File: src/sv/ffha_pkg.sv
// Package for the first-fit heap allocator.
// Holds the item types, status and command codes, and the block table entry type.
// No dependencies.
package ffha_pkg;

  // Address width of the heap; fixed by the item fields.
  localparam int ADDR_BITS = 16;
  // Width of the heap limit register.
  localparam int LIMIT_BITS = 17;
  localparam logic [LIMIT_BITS-1:0] LIMIT_RESET = 17'h10000;

  // Defaults for the top-level parameters.
  localparam int MAX_BLOCKS_DEF = 32;
  localparam int HEADER_BYTES_DEF = 40;

  // Width of the table index carried in a command; covers up to 511 blocks.
  localparam int CMD_IDX_BITS = 9;

  localparam logic OP_ALLOC = 1'b0;
  localparam logic OP_FREE = 1'b1;

  localparam logic [1:0] ST_OK = 2'd0;
  localparam logic [1:0] ST_NO_SPACE = 2'd1;
  localparam logic [1:0] ST_BAD_ADDR = 2'd2;

  typedef struct packed {
    logic opcode;
    logic [15:0] req_size;
    logic [ADDR_BITS-1:0] free_addr;
  } req_t;

  typedef struct packed {
    logic [1:0] status;
    logic [ADDR_BITS-1:0] data_addr;
  } resp_t;

  typedef struct packed {
    logic [ADDR_BITS-1:0] start;
    logic [ADDR_BITS-1:0] size;
    logic free;
  } entry_t;

  typedef enum logic [2:0] {
    CMD_NOP = 3'd0,
    CMD_SCAN = 3'd1,
    CMD_INSERT = 3'd2,
    CMD_REMOVE = 3'd3,
    CMD_ABSORB = 3'd4,
    CMD_SET = 3'd5
  } cmd_kind_t;

  // Command broadcast from the controller to every cell.
  typedef struct packed {
    cmd_kind_t kind;
    logic [CMD_IDX_BITS-1:0] k;
    logic [CMD_IDX_BITS-1:0] count;
    logic op_free;
    logic [ADDR_BITS:0] tam;
    logic [ADDR_BITS-1:0] addr;
    entry_t wr;
    logic set_size;
  } cmd_t;

  // Data gathered from the selected cell and its two neighbors.
  typedef struct packed {
    logic [ADDR_BITS-1:0] start;
    logic [ADDR_BITS-1:0] size;
    logic [ADDR_BITS-1:0] lstart;
    logic lfree;
    logic rfree;
  } gather_t;

endpackage

File: src/sv/ffha_cell.sv
// One block table cell of the first-fit heap allocator.
// Holds one table entry, shifts with its neighbors and takes part in the first-hit chain.
// Depends on ffha_pkg.
module ffha_cell #(
  parameter int IDX = 0,
  parameter int HEADER_BYTES = ffha_pkg::HEADER_BYTES_DEF
) (
  input  logic clk,
  input  logic rst,
  input  ffha_pkg::cmd_t cmd,
  input  ffha_pkg::entry_t left_ent,
  input  ffha_pkg::entry_t right_ent,
  input  logic found_in,
  output logic found_out,
  input  logic sel_left,
  input  logic sel_right,
  output logic sel,
  output ffha_pkg::entry_t ent,
  output ffha_pkg::gather_t gath
);

  localparam int A = ffha_pkg::ADDR_BITS;
  localparam int IW = ffha_pkg::CMD_IDX_BITS;
  localparam logic [IW-1:0] MY_IDX = IW'(IDX);
  localparam logic [A:0] HDR_W = (A + 1)'(HEADER_BYTES);

  logic valid;
  logic match;
  logic fit;
  logic hit;

  assign valid = MY_IDX < cmd.count;
  assign match = ({1'b0, ent.start} + HDR_W) == {1'b0, cmd.addr};
  assign fit = ent.free && ({1'b0, ent.size} >= cmd.tam);
  assign hit = valid && (cmd.op_free ? match : fit);
  assign found_out = found_in | hit;

  always_ff @(posedge clk) begin
    if (rst) begin
      sel <= 1'b0;
    end else if (cmd.kind == ffha_pkg::CMD_SCAN) begin
      sel <= hit & ~found_in;
    end
  end

  always_ff @(posedge clk) begin
    case (cmd.kind)
      ffha_pkg::CMD_INSERT: begin
        if (MY_IDX > cmd.k) begin
          ent <= left_ent;
        end else if (MY_IDX == cmd.k) begin
          ent <= cmd.wr;
        end
      end
      ffha_pkg::CMD_REMOVE: begin
        if (MY_IDX >= cmd.k) begin
          ent <= right_ent;
        end
      end
      ffha_pkg::CMD_ABSORB: begin
        if (MY_IDX > cmd.k) begin
          ent <= right_ent;
        end else if (MY_IDX == cmd.k) begin
          ent.size <= ent.size + A'(HEADER_BYTES) + right_ent.size;
        end
      end
      ffha_pkg::CMD_SET: begin
        if (MY_IDX == cmd.k) begin
          ent.free <= cmd.wr.free;
          if (cmd.set_size) begin
            ent.size <= cmd.wr.size;
          end
        end
      end
      default: begin
      end
    endcase
  end

  assign gath.start = sel ? ent.start : '0;
  assign gath.size = sel ? ent.size : '0;
  assign gath.lstart = sel_right ? ent.start : '0;
  assign gath.lfree = sel_right & ent.free;
  assign gath.rfree = sel_left & ent.free;

endmodule

File: config.mk
export PLATFORM = sky130hd
export DESIGN_NAME = ffha_cell
export DESIGN_NICKNAME = d
export VERILOG_FILES = /design/src/sv/ffha_pkg.sv /design/src/sv/ffha_cell.sv
export SDC_FILE = /design/constraint.sdc
export NUM_CORES = 1
export LEC_CHECK = 0
export ABC_AREA = 1
export BUFFER_PORTS_ARGS = -buffer_cell sky130_fd_sc_hd__clkbuf_2
export CORE_MARGIN = 2
export CORE_UTILIZATION = 46
export CTS_BUF_LIST = sky130_fd_sc_hd__clkbuf_8
export DETAILED_ROUTE_END_ITERATION = 16
export PLACE_DENSITY = 0.84
export SYNTH_ARGS = -nofsm -noshare
export SYNTH_HDL_FRONTEND = slang
export SYNTH_SLANG_ARGS = --single-unit
File: constraint.sdc
create_clock -name clk -period 3 [get_ports clk]
set_input_delay 0.15 -clock clk [delete_from_list [all_inputs] [get_ports clk]]
set_output_delay 0.15 -clock clk [all_outputs]
set_load 0.1 [all_outputs]
==> run summary <==
After layout, the minimum clock period comes to 2.69 ns. At the end of routability-driven placement, the weighted congestion stood at 0.941. The part of the Yosys area used for sequential elements was 24.4%; the worst reg-to-reg path cell count was 10. 0 antenna diodes ended up in the layout. The die width was 99.0 um; the routed via count was 4800. The logs give 245 for the top-level I/O count and 2 for the number of buffers on the longest clock path. Timing would allow up to 371 MHz. The net count of the mapped netlist was 872; the total of fill cells in the finished design was 877.

After layout, the worst path uses 89.8% of the clock period. The number of max-slew violations in the final report was 0; the maximum fanout along the worst path was 7. The first-pass iteration count of the detailed router came out at 4. The sort of element at the end of the critical path was an output port. Summing all placed instances gives a cell area of 5310 um2. In the post-route analysis, the smallest setup slack over all paths is 0.307 ns. The logs give 5400 um2 for the final non-filler cell area and 0 for the number of hold-repair buffers added at the cts stage.

Setup repair after global routing left no endpoint under its margin. After layout, the design draws a total of 0.00132 W. The area added between synthesis and finish is 30.1%, and the clock transition time at the flip-flop clock pins of the worst setup and hold paths is 0.08 ns. Global routing finished with a remaining overflow of 0. Data arrives at the worst endpoint at 2.54 ns. In the final timing run, aggregate negative setup slack is 0 ns. Once the floorplan was initialized, standard cells occupied 47.6% of the core. The run gives 34 as the number of sinks driven by the clock tree. The startpoint-to-endpoint class of the critical path is register to output port. Clock root buffer master: sky130_fd_sc_hd__clkbuf_8. The tools report the wire length of the first global-routing pass as 20100 um. Summed over all nets, the half-perimeter wirelength after detailed placement is 10500 um. The number of flip-flops and latches in the synthesized netlist was 34; the worst setup skew after layout was 0.0107 ns. The via count of the first global-routing pass was 4363. For the worst-skew pair, the clock arrives at the later sink with an insertion delay of 0.29 ns.

The setup slack at placement is 0.367 ns, and the remaining design rule violation count is 0. For this design, the slowest cell found on the critical path is sky130_fd_sc_hd__edfxtp_1. TritonCTS built the clock tree. Summing every instance area after synthesis gives 4150 um2. The number of gates resized after cts came out at 0.

The vias per cell is 4.88, and the total wire length is 12800 um. Of the cells placed in the final design, the portion with a size suffix greater than 1 is 27.2%. For this design the ratio of total power to cell area is 244 nW/um2. The delay of the slowest cell on the worst path works out to 0.51 ns. Setup violations remaining at the end of the flow were counted as 0. The initial antenna violation count is 0, and the post-synthesis instance total is 665. Entering global routing, the biggest net connects 35 pins. The number of distinct library cells after synthesis came out at 39.

In this run, CTS created clock tree buffers numbering 5. The startpoint class of the critical path is a register. The tools report the die outline area as 9800 um2. The floorplan row count was 34. The count of max-cap constraint violations is 0, and the number of setup buffers added after CTS is 0.

From bottom edge to top edge, the die measures 99.0 um. The number of violations reported at the end of detailed-routing iteration 0 was 185. The tools report the hold violation count in the final report as 0.

The run finished with clean final reports. The number of warnings reported in the yosys synthesis log came out at 0. Buffers placed on the I/O ports in this run total 211. Averaged over all synthesized cells, the footprint is 6.24 um2. After the last flow step, the layout net total stands at 1082. In this design, the critical path's most frequently occurring cell is sky130_fd_sc_hd__nand2_1. The tools report the worst-case headroom to the max-slew limit as 57.4%.

At the worst endpoint, the required time is 2.85 ns. The floorplan step defined a core boundary enclosing 8720 um2. IR analysis of the VDD net gives a maximum drop of 0.148 mV.

In this run the number of H-tree levels came out at 2. The transition time at the pin with the least slew margin is 0.636 ns, and the wire length per cell is 13.0 um. For this design the static power due to leakage is 3.41 nW. For this run, the total global-route usage over all layers was measured as 25.3%. The detail route stage leaves a number of antenna-violating nets equal to 0. In this run the worst hold path is classified as primary input to register.

Along the worst hold path, the cell count comes to 2. The signal on the critical path passes through ha_1, nor2_1, nor2_4, nand2_1, nand2_1, nand2_1, nand2_1, nor3_2, nand4_1, nand2_1, a21o_2, clkbuf_2.
[synthesized netlist by cell type, drive strengths merged]
master / n / area share [%]
nor3: 5 / 0.84
nor4: 3 / 0.45
nand3b: 3 / 0.54
a211oi: 1 / 0.18
a21o: 3 / 0.57
inv: 139 / 13
xnor2: 8 / 1.7
nor2: 46 / 4.7
nand3: 34 / 4.2
edfxtp: 33 / 24
o21ai: 19 / 2.4
or2: 1 / 0.15
o2111ai: 1 / 0.21
fa: 1 / 0.48
a21boi: 1 / 0.18
o311ai: 1 / 0.21
a21oi: 26 / 3.1
clkbuf: 7 / 0.63
o21bai: 2 / 0.45
o221ai: 1 / 0.21
nand4: 15 / 2.3
buf: 5 / 0.72
nand2: 257 / 24
dfxtp: 1 / 0.48
o211ai: 2 / 0.36
xor2: 4 / 0.84
ha: 46 / 14
[cell families after synthesis]
logic type	Yosys count	share of synthesized area (%)
AND/OR/NAND/NOR	364	36.9
adder cells (fa/ha/maj)	47	14.4
flip-flops	34	24.4
buffers and inverters	151	14.0
XOR/XNOR	12	2.53
AO/OA/AOI/OAI	57	7.90
[through the flow]
stage	utilization, %	hold WS (ns)	instances
6_report	61.9	0.0186	984
5_1_grt	61.9	0.0194	984
4_1_cts	61.9	0.0117	984
3_5_place_dp	60.9	0.312	976
3_3_place_gp	60.9	0.309	976
2_1_floorplan	-	0.219	665
[where the power goes]
group	switching (W)	internal (W)
logic	0.000284	0.000158
clock network	0.000191	0.000159
registers	0.000000476	0.000527
[final timing paths]
| kind | endpoint | start | slack, ns |
|---|---|---|---|
| setup / recovery | found_out | ent[20] | 0.31 |
| setup reg to reg | ent[16] | ent[9] | 0.36 |
| hold reg to reg | sel | sel | 0.76 |
| hold / removal | sel | rst | 0.02 |
[critical path: cells and delay by family (launching register included)]
kind	cells	cell delay (ns)
adder cells (fa/ha/maj)	1	0.29
AO/OA/AOI/OAI	1	0.11
AND/OR/NAND/NOR	9	0.90
buffers and inverters	1	0.44
flip-flops	1	0.51
[cells in the final DEF (no fill, tap or decap), types with 15 or more instances in the layout]
cell type / n
sky130_fd_sc_hd__clkbuf_2: 211
sky130_fd_sc_hd__nand3_1: 33
sky130_fd_sc_hd__inv_1: 135
sky130_fd_sc_hd__nor2_1: 43
sky130_fd_sc_hd__ha_1: 46
sky130_fd_sc_hd__nand4_1: 15
sky130_fd_sc_hd__a21oi_1: 26
sky130_fd_sc_hd__nand2_1: 254
sky130_fd_sc_hd__o21ai_0: 17
sky130_fd_sc_hd__edfxtp_1: 33
[per-layer routing]
metal  wire [um]  part of all wire [%]  track usage [%]  up-vias
li1            -                     -                -     2494
met3         916                   7.1             2.84       15
met1        5220                    41             30.9     2124
met2        6490                    51             47.3      167
met5           0                     0                0        -
met4         183                   1.4             5.69        0
[final cells by class]
cell class                 count  area (um2)  share of cell area, %
clock inverter                 3        16.3                  0.301
multi-input combinational    480        2560                   47.4
clock buffer                   5        68.8                   1.27
sequential                    34        1010                   18.7
timing repair buffer         215        1090                   20.1
inverter                     139         524                   9.71
tap                          108         135                   2.50
[flip-flops by register name (all words and copies together) (netlist names)]
name  cells
ent      33
sel       1
Note: power is estimated with default switching activity, not from simulation.
