**src/sv/ffha_pkg.sv**
```systemverilog
// Package for the first-fit heap allocator.
// Holds the item types, status and command codes, and the block table entry type.
// No dependencies.
package ffha_pkg;

  // Address width of the heap; fixed by the item fields.
  localparam int ADDR_BITS = 16;
  // Width of the heap limit register.
  localparam int LIMIT_BITS = 17;
  localparam logic [LIMIT_BITS-1:0] LIMIT_RESET = 17'h10000;

  // Defaults for the top-level parameters.
  localparam int MAX_BLOCKS_DEF = 32;
  localparam int HEADER_BYTES_DEF = 40;

  // Width of the table index carried in a command; covers up to 511 blocks.
  localparam int CMD_IDX_BITS = 9;

  localparam logic OP_ALLOC = 1'b0;
  localparam logic OP_FREE = 1'b1;

  localparam logic [1:0] ST_OK = 2'd0;
  localparam logic [1:0] ST_NO_SPACE = 2'd1;
  localparam logic [1:0] ST_BAD_ADDR = 2'd2;

  typedef struct packed {
    logic opcode;
    logic [15:0] req_size;
    logic [ADDR_BITS-1:0] free_addr;
  } req_t;

  typedef struct packed {
    logic [1:0] status;
    logic [ADDR_BITS-1:0] data_addr;
  } resp_t;

  typedef struct packed {
    logic [ADDR_BITS-1:0] start;
    logic [ADDR_BITS-1:0] size;
    logic free;
  } entry_t;

  typedef enum logic [2:0] {
    CMD_NOP = 3'd0,
    CMD_SCAN = 3'd1,
    CMD_INSERT = 3'd2,
    CMD_REMOVE = 3'd3,
    CMD_ABSORB = 3'd4,
    CMD_SET = 3'd5
  } cmd_kind_t;

  // Command broadcast from the controller to every cell.
  typedef struct packed {
    cmd_kind_t kind;
    logic [CMD_IDX_BITS-1:0] k;
    logic [CMD_IDX_BITS-1:0] count;
    logic op_free;
    logic [ADDR_BITS:0] tam;
    logic [ADDR_BITS-1:0] addr;
    entry_t wr;
    logic set_size;
  } cmd_t;

  // Data gathered from the selected cell and its two neighbors.
  typedef struct packed {
    logic [ADDR_BITS-1:0] start;
    logic [ADDR_BITS-1:0] size;
    logic [ADDR_BITS-1:0] lstart;
    logic lfree;
    logic rfree;
  } gather_t;

endpackage

```
**src/sv/ffha_ctrl.sv**
```systemverilog
// Controller of the first-fit heap allocator.
// Sequences scan, pick and table commands, and holds count, heap top, limit and the result.
// Depends on ffha_pkg.
module ffha_ctrl #(
  parameter int MAX_BLOCKS = ffha_pkg::MAX_BLOCKS_DEF,
  parameter int HEADER_BYTES = ffha_pkg::HEADER_BYTES_DEF
) (
  input  logic clk,
  input  logic rst,
  input  logic in_valid,
  output logic in_ready,
  input  ffha_pkg::req_t in_data,
  output logic out_valid,
  input  logic out_ready,
  output ffha_pkg::resp_t out_data,
  input  logic cfg_we,
  input  logic [ffha_pkg::LIMIT_BITS-1:0] cfg_wdata,
  input  logic [MAX_BLOCKS-1:0] sel_vec,
  input  logic found,
  input  ffha_pkg::gather_t gath,
  output ffha_pkg::cmd_t cmd
);

  localparam int A = ffha_pkg::ADDR_BITS;
  localparam int LB = ffha_pkg::LIMIT_BITS;
  localparam int IW = ffha_pkg::CMD_IDX_BITS;
  localparam int CW = $clog2(MAX_BLOCKS + 1);
  localparam logic [CW-1:0] MAX_CNT = CW'(MAX_BLOCKS);
  localparam logic [CW-1:0] ONE = CW'(1);
  localparam logic [A:0] HDR_W = (A + 1)'(HEADER_BYTES);
  localparam logic [A:0] SPLIT_MIN = (A + 1)'(HEADER_BYTES + 4);
  localparam logic [LB-1:0] ADDR_CAP = LB'((1 << A) - 1);

  typedef enum logic [6:0] {
    S_IDLE = 7'b0000001,
    S_SCAN = 7'b0000010,
    S_PICK = 7'b0000100,
    S_PLAN = 7'b0001000,
    S_SET = 7'b0010000,
    S_FRIGHT = 7'b0100000,
    S_DONE = 7'b1000000
  } state_t;

  state_t state, state_next;
  logic [CW-1:0] count, count_next;
  logic [A-1:0] top, top_next;
  logic [CW-1:0] k, k_next;
  logic [LB-1:0] heap_limit;
  logic op_free;
  logic [A:0] tam;
  logic [A-1:0] addr;
  logic found_r;
  ffha_pkg::gather_t g;
  ffha_pkg::resp_t resp, resp_next;
  logic last, last_next;
  logic [A-1:0] trim_start, trim_start_next;

  logic [CW-1:0] k_enc;
  logic [LB-1:0] eff_limit;
  logic [A:0] left;
  logic split;
  logic [A+1:0] newtop;
  logic lm;

  always_comb begin
    k_enc = '0;
    for (int i = 0; i < MAX_BLOCKS; i++) begin
      if (sel_vec[i]) begin
        k_enc = k_enc | CW'(i);
      end
    end
  end

  assign eff_limit = (heap_limit < ADDR_CAP) ? heap_limit : ADDR_CAP;
  assign left = {1'b0, g.size} - tam;
  assign split = (left >= SPLIT_MIN) && (count < MAX_CNT);
  assign newtop = {2'b00, top} + {1'b0, HDR_W} + {1'b0, tam};
  assign lm = (k != '0) && g.lfree;
  assign in_ready = (state == S_IDLE);

  always_comb begin
    state_next = state;
    count_next = count;
    top_next = top;
    k_next = k;
    resp_next = resp;
    last_next = last;
    trim_start_next = trim_start;
    cmd = '0;
    cmd.kind = ffha_pkg::CMD_NOP;
    cmd.count = IW'(count);
    cmd.op_free = op_free;
    cmd.tam = tam;
    cmd.addr = addr;
    unique case (state)
      S_IDLE: begin
        if (in_valid) begin
          state_next = S_SCAN;
        end
      end
      S_SCAN: begin
        cmd.kind = ffha_pkg::CMD_SCAN;
        state_next = S_PICK;
      end
      S_PICK: begin
        state_next = S_PLAN;
      end
      S_PLAN: begin
        state_next = S_DONE;
        if (!op_free && found_r) begin
          resp_next.status = ffha_pkg::ST_OK;
          resp_next.data_addr = A'({1'b0, g.start} + HDR_W);
          if (split) begin
            cmd.kind = ffha_pkg::CMD_INSERT;
            cmd.k = IW'(k + ONE);
            cmd.wr.start = A'({1'b0, g.start} + HDR_W + tam);
            cmd.wr.size = A'(left - HDR_W);
            cmd.wr.free = 1'b1;
            count_next = count + ONE;
            state_next = S_SET;
          end else begin
            cmd.kind = ffha_pkg::CMD_SET;
            cmd.k = IW'(k);
            cmd.wr.free = 1'b0;
            cmd.set_size = 1'b0;
          end
        end else if (!op_free) begin
          if ((count >= MAX_CNT) || (newtop > {1'b0, eff_limit})) begin
            resp_next.status = ffha_pkg::ST_NO_SPACE;
            resp_next.data_addr = '0;
          end else begin
            cmd.kind = ffha_pkg::CMD_INSERT;
            cmd.k = IW'(count);
            cmd.wr.start = top;
            cmd.wr.size = A'(tam);
            cmd.wr.free = 1'b0;
            count_next = count + ONE;
            top_next = A'(newtop);
            resp_next.status = ffha_pkg::ST_OK;
            resp_next.data_addr = A'({1'b0, top} + HDR_W);
          end
        end else if (!found_r) begin
          resp_next.status = ffha_pkg::ST_BAD_ADDR;
          resp_next.data_addr = '0;
        end else begin
          resp_next.status = ffha_pkg::ST_OK;
          resp_next.data_addr = '0;
          last_next = (k + ONE) == count;
          state_next = S_FRIGHT;
          if (lm) begin
            // The left neighbor is free: it swallows this block.
            cmd.kind = ffha_pkg::CMD_ABSORB;
            cmd.k = IW'(k - ONE);
            count_next = count - ONE;
            k_next = k - ONE;
            trim_start_next = g.lstart;
          end else begin
            cmd.kind = ffha_pkg::CMD_SET;
            cmd.k = IW'(k);
            cmd.wr.free = 1'b1;
            cmd.set_size = 1'b0;
            trim_start_next = g.start;
          end
        end
      end
      S_SET: begin
        cmd.kind = ffha_pkg::CMD_SET;
        cmd.k = IW'(k);
        cmd.wr.size = A'(tam);
        cmd.wr.free = 1'b0;
        cmd.set_size = 1'b1;
        state_next = S_DONE;
      end
      S_FRIGHT: begin
        state_next = S_DONE;
        if (!last && g.rfree) begin
          cmd.kind = ffha_pkg::CMD_ABSORB;
          cmd.k = IW'(k);
          count_next = count - ONE;
        end else if (last && (k != '0)) begin
          // A free block at the end of the heap is trimmed off, unless it is the only block.
          cmd.kind = ffha_pkg::CMD_REMOVE;
          cmd.k = IW'(k);
          count_next = count - ONE;
          top_next = trim_start;
        end
      end
      S_DONE: begin
        if (!out_valid || out_ready) begin
          state_next = S_IDLE;
        end
      end
      default: begin
        state_next = S_IDLE;
      end
    endcase
  end

  always_ff @(posedge clk) begin
    if (rst) begin
      state <= S_IDLE;
      count <= '0;
      top <= '0;
      heap_limit <= ffha_pkg::LIMIT_RESET;
      out_valid <= 1'b0;
    end else begin
      state <= state_next;
      count <= count_next;
      top <= top_next;
      if (cfg_we) begin
        heap_limit <= cfg_wdata;
      end
      if ((state == S_DONE) && (!out_valid || out_ready)) begin
        out_valid <= 1'b1;
      end else if (out_ready) begin
        out_valid <= 1'b0;
      end
    end
  end

  always_ff @(posedge clk) begin
    if ((state == S_IDLE) && in_valid) begin
      op_free <= (in_data.opcode == ffha_pkg::OP_FREE);
      tam <= ({1'b0, in_data.req_size} + (A + 1)'(3)) & ~((A + 1)'(3));
      addr <= in_data.free_addr;
    end
    if (state == S_SCAN) begin
      found_r <= found;
    end
    if (state == S_PICK) begin
      k <= k_enc;
      g <= gath;
    end else begin
      k <= k_next;
    end
    resp <= resp_next;
    last <= last_next;
    trim_start <= trim_start_next;
    if ((state == S_DONE) && (!out_valid || out_ready)) begin
      out_data <= resp;
    end
  end

endmodule

```
**config.mk**
```make
export PLATFORM = sky130hd
export DESIGN_NAME = ffha_ctrl
export DESIGN_NICKNAME = d
export VERILOG_FILES = /design/src/sv/ffha_pkg.sv /design/src/sv/ffha_ctrl.sv
export SDC_FILE = /design/constraint.sdc
export NUM_CORES = 1
export LEC_CHECK = 0
export BUFFER_PORTS_ARGS = -buffer_cell sky130_fd_sc_hd__buf_2
export CORE_UTILIZATION = 45
export CTS_CLUSTER_SIZE = 20
export DETAILED_ROUTE_END_ITERATION = 8
export PLACE_DENSITY = 0.68
export SYNTH_ARGS = -nofsm -noshare
export SYNTH_HDL_FRONTEND = slang
export SYNTH_SLANG_ARGS = --single-unit
export TNS_END_PERCENT = 20
```
**constraint.sdc**
```tcl
create_clock -name clk -period 10 [get_ports clk]
set_input_delay 1 -clock clk [delete_from_list [all_inputs] [get_ports clk]]
set_output_delay 1 -clock clk [all_outputs]
set_load 0.01 [all_outputs]
```
==> results of run 1 <==
## placed cells by master (no fill, tap or decap), drive strengths merged, types with 8 or more instances in the layout
| cell type | n |
|---|---|
| dfxtp | 47 |
| and2 | 11 |
| a21oi | 55 |
| inv | 61 |
| o21a | 8 |
| ha | 81 |
| nand2b | 10 |
| nand3 | 28 |
| edfxtp | 142 |
| a211oi | 22 |
| and3 | 16 |
| nor3 | 25 |
| nor2 | 104 |
| nand2 | 123 |
| mux2i | 38 |
| nor4 | 17 |
| nor2b | 16 |
| o21ai | 68 |
| buf | 244 |
| a21o | 15 |
| clkbuf | 18 |
| conb | 8 |
| xnor2 | 55 |
| nand4 | 16 |
| xor2 | 40 |
## worst max-delay path, stage by stage, from the launching register on
cell and delay [ps]:
edfxtp_1 490, inv_1 270, ha_1 360, inv_1 40
ha_1 220, fa_1 430, a211oi_1 400, o21ai_0 190
a31oi_1 310, a211oi_1 220, nand3_1 130, nand2_1 70
xor2_1 180, ha_1 320, nand3_1 90, or2_2 310
nor3_1 190, nand3_1 170, a211o_1 330, nor4_4 630
or2_2 590, nand2b_1 230, buf_2 160
## area by class of cell
cell class,instances,area share
multi-input combinational,866,0.4376
sequential,189,0.3856
timing repair buffer,244,0.09159
clock buffer,18,0.03254
tap,330,0.03059
clock inverter,14,0.008158
inverter,50,0.01391
## power breakdown
group | switching (mW) | internal (mW) | total (mW)
Sequential | 0.0238 | 0.859 | 0.882
Clock | 0.311 | 0.331 | 0.643
Combinational | 0.151 | 0.111 | 0.262
Total | 0.486 | 1.30 | 1.79
## cell usage after synthesis, drive strengths merged, types with 3 or more instances
| master | instances |
|---|---|
| o2111ai | 3 |
| a21oi | 55 |
| nor2b | 16 |
| xnor2 | 55 |
| o21ai | 68 |
| or4 | 5 |
| nand4 | 16 |
| o41ai | 3 |
| and2 | 11 |
| nand2b | 10 |
| dfxtp | 47 |
| or3 | 7 |
| mux2i | 38 |
| a41oi | 5 |
| fa | 3 |
| nor3b | 4 |
| clkbuf | 26 |
| ha | 81 |
| nor2 | 104 |
| nand3 | 28 |
| inv | 50 |
| a21o | 15 |
| xor2 | 40 |
| a31oi | 6 |
| o21bai | 3 |
| nor4 | 17 |
| a22o | 5 |
| edfxtp | 142 |
| nand3b | 6 |
| o21a | 8 |
| o22ai | 5 |
| o211ai | 5 |
| buf | 27 |
| o2bb2ai | 5 |
| nand2 | 123 |
| or2 | 7 |
| nor3 | 25 |
| and3 | 16 |
| a211oi | 22 |
## metrics by stage
step	util	cell area, um2	setup WS [ps]
2_1_floorplan	-	11550	4145
3_3_place_gp	0.5142	12950	2909
3_5_place_dp	0.5142	12950	2776
4_1_cts	0.5360	13500	2268
5_1_grt	0.5360	13500	1870
6_report	0.5360	13500	2249
## worst paths after layout
check             depth (start not counted)  slack [ps]  startpoint      endpoint
setup / recovery                         22        2250      tam[3]       cmd[87]
hold / removal                            0         420    resp[10]  out_data[10]
setup reg to reg                         22        3640      tam[3]        top[8]
hold reg to reg                           0         420    resp[10]  out_data[10]
## kinds of logic after synthesis
family / count (synthesis) / share of synthesized area
other cells: 2 / 0.0006514
xor+xnor: 95 / 0.07217
simple gates: 404 / 0.1718
mux: 39 / 0.03429
fa+ha+maj: 84 / 0.09312
flops: 189 / 0.4515
buf+inv: 103 / 0.03820
compound gates: 236 / 0.1383
## sequential cells by signal, summed over array words and instances (netlist names), 6 cells and up
register	flops
addr	16
count	6
g	50
heap_limit	17
k	6
out_data	18
resp	18
state	7
tam	15
top	16
trim_start	16
## metal layers
layer	part of all wire	vias up
li1	-	4611
met1	0.45	4438
met2	0.45	365
met3	0.069	61
met4	0.030	2
met5	0.00025	-
==> run summary, run 1 <==
CTS Sinks: 189
Mapped Avg Cell Area: 10.01 um2
Die Height: 162.1 um
Mapped Area: 0.01153 mm2
Post-DP HPWL: 24630 um
Final #Nets: 1590
Pleak: 5.705 nW
Port-buffer cells: 238
Vias per cell: 5.539
Initial antenna violation count: 1
Min-Delay Path Class: flop to flop
Clk root buf: clkbuf_16
Biggest area consumer among synthesized cells: edfxtp_1
Pwr/cell area: 132.5 mW/mm2
Clock transition at path regs: 70 ps
Share of cells above drive strength 1: 0.2180
Die area: 0.02626 mm2
Area Overhead vs Synth: 17.07%
M1 GR Usage: 0.3358
Synth top area cells: edfxtp_1, ha_1, dfxtp_1
Pin count of the biggest net entering global routing: 54
Worst slew pin tran: 1146 ps
Met2 Use GR: 0.3716
CP Data Required Time: 9000 ps
Row cnt: 58
Post-synth top flop: edfxtp_1
Initial core utilization: 0.4578
Filler cells: 2279
Fin. Hold Viols: 0
Slew headroom: 0.2358
Synth warn: 0
Post-synth top area share: 0.3699
Clock Skew: 11.60 ps
Post-synth EDFFs: 142
Max-cap violations: 0
Post-CTS sizing: 0
First drt pass iteration count: 6
Hold_ws: 420.5 ps
Placed Cells incl. Taps: 1679
RSZ-0062 raised after global routing: no
Total grt overflow: 0
Synth async-reset ratio: 0
Mapped Cells: 1152
Storage element area: 0.005205 mm2
Routability cong.: 0.9916
Initial DRC count: 815
Met3 Track Usage GR: 0.04111
Critical path startpoint category: flop
# diodes: 0
IO Pins: 247
Max rail drop VDD: 0.09457 mV
Period minus WS final: 7751 ps
Area of the multi-input gates: 0.005906 mm2
DR WL/cell: 18.57 um
Global route hottest layer: met2
Worst Setup End Kind: output pin
Total GRT Usage: 0.2403
Setup violators final: 0
H-tree levels: 4
Hold_buf cts: 0
Fin crit share: 0.7751
Tot Pwr: 1.788 mW
TritonCTS clock tree: built
Residual DRC: 0
Cts bufs inserted: 17
Cell variety after synth: 81
Setup Crit Path Kind: flop to output pin
Horiz. Die Dim: 162.1 um
Outcome: complete, no violations
Total vias in the final route: 9477
Clock Tree Buf Depth: 2
Sequential fraction of the synthesis area: 0.4515
Slew Limit Fails: 0
Synthesized flop and latch total: 189
Antenna-violating nets left: 0
Setup repair bufs after CTS: 0
Latest clock arrival within the worst-skew pair: 430 ps
Number of global-route vias before repair: 8792
Setup TNS: 0 ps
Finished Layout Cells: 1711
Max Fclk: 129.0 MHz
Critical Path AT: 6750 ps
Core ar.: 0.02518 mm2
First-pass GRT wire length: 47760 um
Crit-path max FO: 28
Routed WL: 31770 um
Power figures use the tool's default switching activity.
==> run 2: changes to the inputs <==
--- a/config.mk
+++ b/config.mk
@@ -9,7 +9,7 @@
 export CORE_UTILIZATION = 45
 export CTS_CLUSTER_SIZE = 20
 export DETAILED_ROUTE_END_ITERATION = 8
-export PLACE_DENSITY = 0.68
+export PLACE_DENSITY = 0.71
 export SYNTH_ARGS = -nofsm -noshare
 export SYNTH_HDL_FRONTEND = slang
 export SYNTH_SLANG_ARGS = --single-unit
==> constraint.sdc (replaced) <==
create_clock -name clk -period 6.3 [get_ports clk]
set_input_delay 0.63 -clock clk [delete_from_list [all_inputs] [get_ports clk]]
set_output_delay 0.63 -clock clk [all_outputs]
set_load 0.01 [all_outputs]
==> run summary, run 2 (synthesis gave the netlist of run 1 again) <==
Outcome: complete, no violations
Total vias in the final route: 9708
Final Util: 0.5452
Worst Setup End Kind: output pin
Commonest cells after routing, fill and taps aside: buf_2, edfxtp_1, nand2_1
Pleak: 5.815 nW
Share of cells above drive strength 1: 0.2343
Initial antenna violation count: 0
Max FFs per register: 50
Initial core utilization: 0.4578
IO Pins: 247
Met2 Use GR: 0.3814
Setup Crit Path Kind: flop to output pin
Total grt overflow: 0
CTS Sinks: 189
DR WL/cell: 18.75 um
Filler cells: 2259
Fin. Hold Viols: 0
Max-cap violations: 0
Clk root buf: clkbuf_16
Min-Delay Path Class: primary input to flop
Setup violators final: 0
Routed WL: 32430 um
Clock Tree Buf Depth: 2
Area Overhead vs Synth: 19.09%
CP Data Required Time: 5670 ps
Most common cell after layout, fill and taps aside: buf_2
Initial DRC count: 844
Slew Limit Fails: 0
Slew headroom: 0.2460
Global route hottest layer: met2
Top flop regs: g (50), out_data (18), resp (18)
First drt pass iteration count: 6
Number of global-route vias before repair: 9016
Final #Nets: 1609
Residual DRC: 0
Max rail drop VDD: 0.1487 mV
Horiz. Die Dim: 162.1 um
Met3 Track Usage GR: 0.04086
Antenna-violating nets left: 0
Crit-path max FO: 5
Hold_ws: 355.7 ps
TritonCTS clock tree: built
Fin crit share: 0.9520
Hold_buf cts: 0
Final Worst Setup Slack: 302.3 ps
Setup WS pre-CTS: 628.9 ps
Row cnt: 58
Cts bufs inserted: 17
Clock Skew: 10.30 ps
Critical path startpoint category: flop
Placed inst area: 0.01306 mm2
Finished Cell Area: 0.01373 mm2
Reg with most FFs: g
Pwr/cell area: 216.3 mW/mm2
Die area: 0.02626 mm2
Port-buffer cells: 238
Period minus WS final: 5998 ps
M1 GR Usage: 0.3443
Die Height: 162.1 um
Post-DP HPWL: 25340 um
# diodes: 0
Critical Path AT: 5370 ps
First-pass GRT wire length: 49510 um
H-tree levels: 4
Max Fclk: 166.7 MHz
Clock transition at path regs: 80 ps
Core ar.: 0.02518 mm2
Routability cong.: 1.009
Pin count of the biggest net entering global routing: 54
Vias per cell: 5.612
Total GRT Usage: 0.2496
Worst slew pin tran: 1131 ps
Latest clock arrival within the worst-skew pair: 450 ps
==> run 2: cell types whose count changed in the layout (fill, tap and decap cells not counted), moves of 2 or more <==
cell,previous run,this run
a211oi_1,19,17
a211oi_2,3,5
buf_4,6,25
clkinv_2,2,0
clkinv_8,1,3
dfxtp_1,47,45
dfxtp_2,0,2
inv_1,51,49
inv_4,3,0
inv_8,2,4
==> run 2: final timing paths <==
kind,from,endpoint,slack (ps),depth (start not counted)
worst max-delay path,tam[3],cmd[81],300,23
worst min-delay path,in_data[6],addr[6],360,1
worst max register to register,tam[3],count[4],1050,23
worst min register to register,resp[2],out_data[2],420,0
==> run 2: layout make-up <==
cell class                 count  area, um2  share of cell area
clock inverter                14      183.9             0.01340
timing repair buffer         263       1379              0.1004
inverter                      50      187.7             0.01367
clock buffer                  18      429.2             0.03126
sequential                   189       5207              0.3793
tap                          330      412.9             0.03007
multi-input combinational    866       5929              0.4319
==> run 2: per-layer routing <==
layer / up-vias / share of wire
met1: 4518 / 0.44
met3: 82 / 0.075
met2: 447 / 0.44
met4: 0 / 0.044
li1: 4661 / -
met5: - / 0
==> run 2: critical path: stages, from the launching register on <==
cell,delay (ps)
edfxtp_1,390
inv_1,80
ha_1,270
inv_1,40
ha_1,230
fa_2,390
a211oi_2,270
o21ai_0,130
a31oi_1,290
a211oi_2,150
nand3_1,110
nand2_1,60
xor2_1,180
ha_1,310
nand3_1,80
or2_2,310
nor3_1,190
nand3_1,170
a211oi_2,220
buf_4,180
a41oi_1,140
a221o_1,400
o21ai_0,130
buf_2,190
==> run 2: report_power, final <==
group / internal (mW) / switching [mW] / leakage (nW) / total, mW
Clock: 0.579 / 0.556 / 0.300 / 1.13
Sequential: 1.36 / 0.0286 / 1.68 / 1.39
Combinational: 0.188 / 0.255 / 3.84 / 0.444
Total: 2.13 / 0.840 / 5.82 / 2.97
==> run 2: metrics by stage <==
stage	total power, mW	TNS, ps	instances
6_report	2.969	0	1730
3_3_place_gp	1.841	0	1694
2_1_floorplan	1.688	0	1158
4_1_cts	2.977	0	1726
3_5_place_dp	1.851	0	1694
5_1_grt	3.076	-56.76	1730
==> run 2: what timing repair did <==
action,in CTS,in global routing
gates resized for setup,0,8
setup buffers,0,4
setup endpoints to repair,0,36
==> run 3: changes to the inputs <==
--- a/config.mk
+++ b/config.mk
@@ -6,10 +6,12 @@
 export NUM_CORES = 1
 export LEC_CHECK = 0
 export BUFFER_PORTS_ARGS = -buffer_cell sky130_fd_sc_hd__buf_2
-export CORE_UTILIZATION = 45
+export CELL_PAD_IN_SITES_DETAIL_PLACEMENT = 1
+export CELL_PAD_IN_SITES_GLOBAL_PLACEMENT = 1
+export CORE_UTILIZATION = 38
 export CTS_CLUSTER_SIZE = 20
 export DETAILED_ROUTE_END_ITERATION = 8
-export PLACE_DENSITY = 0.71
+export PLACE_DENSITY_LB_ADDON = 0.1
 export SYNTH_ARGS = -nofsm -noshare
 export SYNTH_HDL_FRONTEND = slang
 export SYNTH_SLANG_ARGS = --single-unit
==> run summary, run 3 (synthesis gave the netlist of run 1 again) <==
Slowest-stage cell, CP: fa_2
Critical path startpoint category: flop
Most common cell after layout, fill and taps aside: buf_2
Number of global-route vias before repair: 10050
Routed WL: 37440 um
Final Util: 0.4674
Setup violators final: 0
Max Fclk: 166.2 MHz
Final #Nets: 1621
Slew headroom: 0.2974
Total grt overflow: 0
Min-Delay Path Class: primary input to flop
Reg with most FFs: g
Worst slew pin tran: 1054 ps
Commonest cells after routing, fill and taps aside: buf_2, edfxtp_1, nand2_1
Post-DP HPWL: 29040 um
Crit path cell chain: inv_1 > ha_1 > inv_1 > ha_1 > fa_2 > a211oi_2 > o21ai_1 > a31oi_2 > a211oi_4 > nand3_1 > nand2_1 > xor2_1 > ha_1 > nand3_1 > or2_2 > nor3_2 > nand3_2 > a211o_1 > nor4_4 > buf_4 > or2_2 > nand2b_1 > buf_2
Finished Layout Cells: 1804
Storage element area: 0.005206 mm2
Fin. Hold Viols: 0
Critical Path AT: 5390 ps
Crit-path most repeated cell: ha_1
Die area: 0.03104 mm2
Vias per cell: 5.376
Outcome: complete, no violations
DR WL/cell: 20.75 um
Pin count of the biggest net entering global routing: 47
Residual DRC: 0
Initial DRC count: 549
Max-cap violations: 0
Period minus WS final: 6018 ps
Total GRT Usage: 0.2453
Pleak: 5.859 nW
CP Data Required Time: 5670 ps
First drt pass iteration count: 5
Placed Cells incl. Taps: 1763
Top flop regs: g (50), out_data (18), resp (18)
Die Height: 176.2 um
Port-buffer cells: 238
Filler cells: 3396
Slowest Stage Delay on Critical Path: 400 ps
Max FFs per register: 50
H-tree levels: 4
Clk root buf: clkbuf_16
Initial core utilization: 0.3879
Total vias in the final route: 9698
Clock Skew: 13.60 ps
Row cnt: 63
Antenna-violating nets left: 0
Cts bufs inserted: 17
Clock transition at path regs: 80 ps
CTS Sinks: 189
Clock Tree Buf Depth: 2
Area Overhead vs Synth: 20.49%
Pwr/cell area: 210.6 mW/mm2
IO Pins: 247
First-pass GRT wire length: 57130 um
Fin crit share: 0.9552
TritonCTS clock tree: built
Max rail drop VDD: 0.1729 mV
Horiz. Die Dim: 176.2 um
Setup Crit Path Kind: flop to output pin
Slew Limit Fails: 0
Latest clock arrival within the worst-skew pair: 450 ps
Crit-path max FO: 15
Routability cong.: 0.8403
Core ar.: 0.02972 mm2
Initial antenna violation count: 4
Area of the multi-input gates: 0.005969 mm2
Worst Setup End Kind: output pin
Share of cells above drive strength 1: 0.2443
run 3: path summary, 6_finish.rpt:
kind	from	end	slack [ps]	depth (start not counted)
setup / recovery	tam[3]	cmd[87]	280	23
setup reg to reg	tam[3]	count[4]	910	23
hold reg to reg	resp[8]	out_data[8]	420	0
hold / removal	in_data[5]	addr[5]	350	1
run 3: per-stage QoR:
| stage | hold WS (ps) | cell area, um2 | TNS, ps | setup slack (ps) | power (mW) |
|---|---|---|---|---|---|
| floorplan | 400.3 | 11550 | 0 | 815.5 | 1.688 |
| global placement | 401.1 | 13200 | 0 | 502.0 | 1.860 |
| detailed placement | 406.2 | 13200 | 0 | 447.3 | 1.870 |
| CTS | 331.6 | 13780 | 0 | 17.03 | 2.945 |
| global route | 329.7 | 13890 | -7.616 | -4.321 | 3.038 |
| finish | 345.9 | 13890 | 0 | 282.3 | 2.925 |
run 3: report_power, final:
group / switching [mW] / internal [mW]
clock network: 0.537 / 0.533
registers: 0.0245 / 1.36
logic: 0.275 / 0.193
total: 0.836 / 2.09
run 3: timing repair:
action	CTS	global route
endpoints found under the setup margin	7	36
hold buffers	0	0
gates resized for setup	3	14
setup buffers	0	7
pin swaps	0	8
run 3: worst max-delay path, delay by kind of cell, from the launching register on:
| family | cells | cell delay [ps] |
|---|---|---|
| buffers and inverters | 4 | 570 |
| XOR/XNOR | 1 | 190 |
| adder cells (fa/ha/maj) | 4 | 1220 |
| AND/OR/NAND/NOR | 9 | 1460 |
| flip-flops | 1 | 370 |
| AO/OA/AOI/OAI | 5 | 1130 |
run 3: cell type report:
cell class,count,share of cell area
Tap cell,390,0.03513
Inverter,50,0.01351
Clock buffer,18,0.03162
Sequential cell,189,0.3748
Multi-Input combinational cell,866,0.4297
Clock inverter,14,0.009097
Antenna cell,2,0.0003603
Timing Repair Buffer,275,0.1057
run 3: metal layers:
metal / GRT usage / part of all wire / up-vias
li1: - / - / 4674
met1: 0.3240 / 0.46 / 4733
met2: 0.4062 / 0.47 / 234
met3: 0.04823 / 0.042 / 53
met4: 0.06920 / 0.023 / 4
met5: 0 / 0.00059 / -
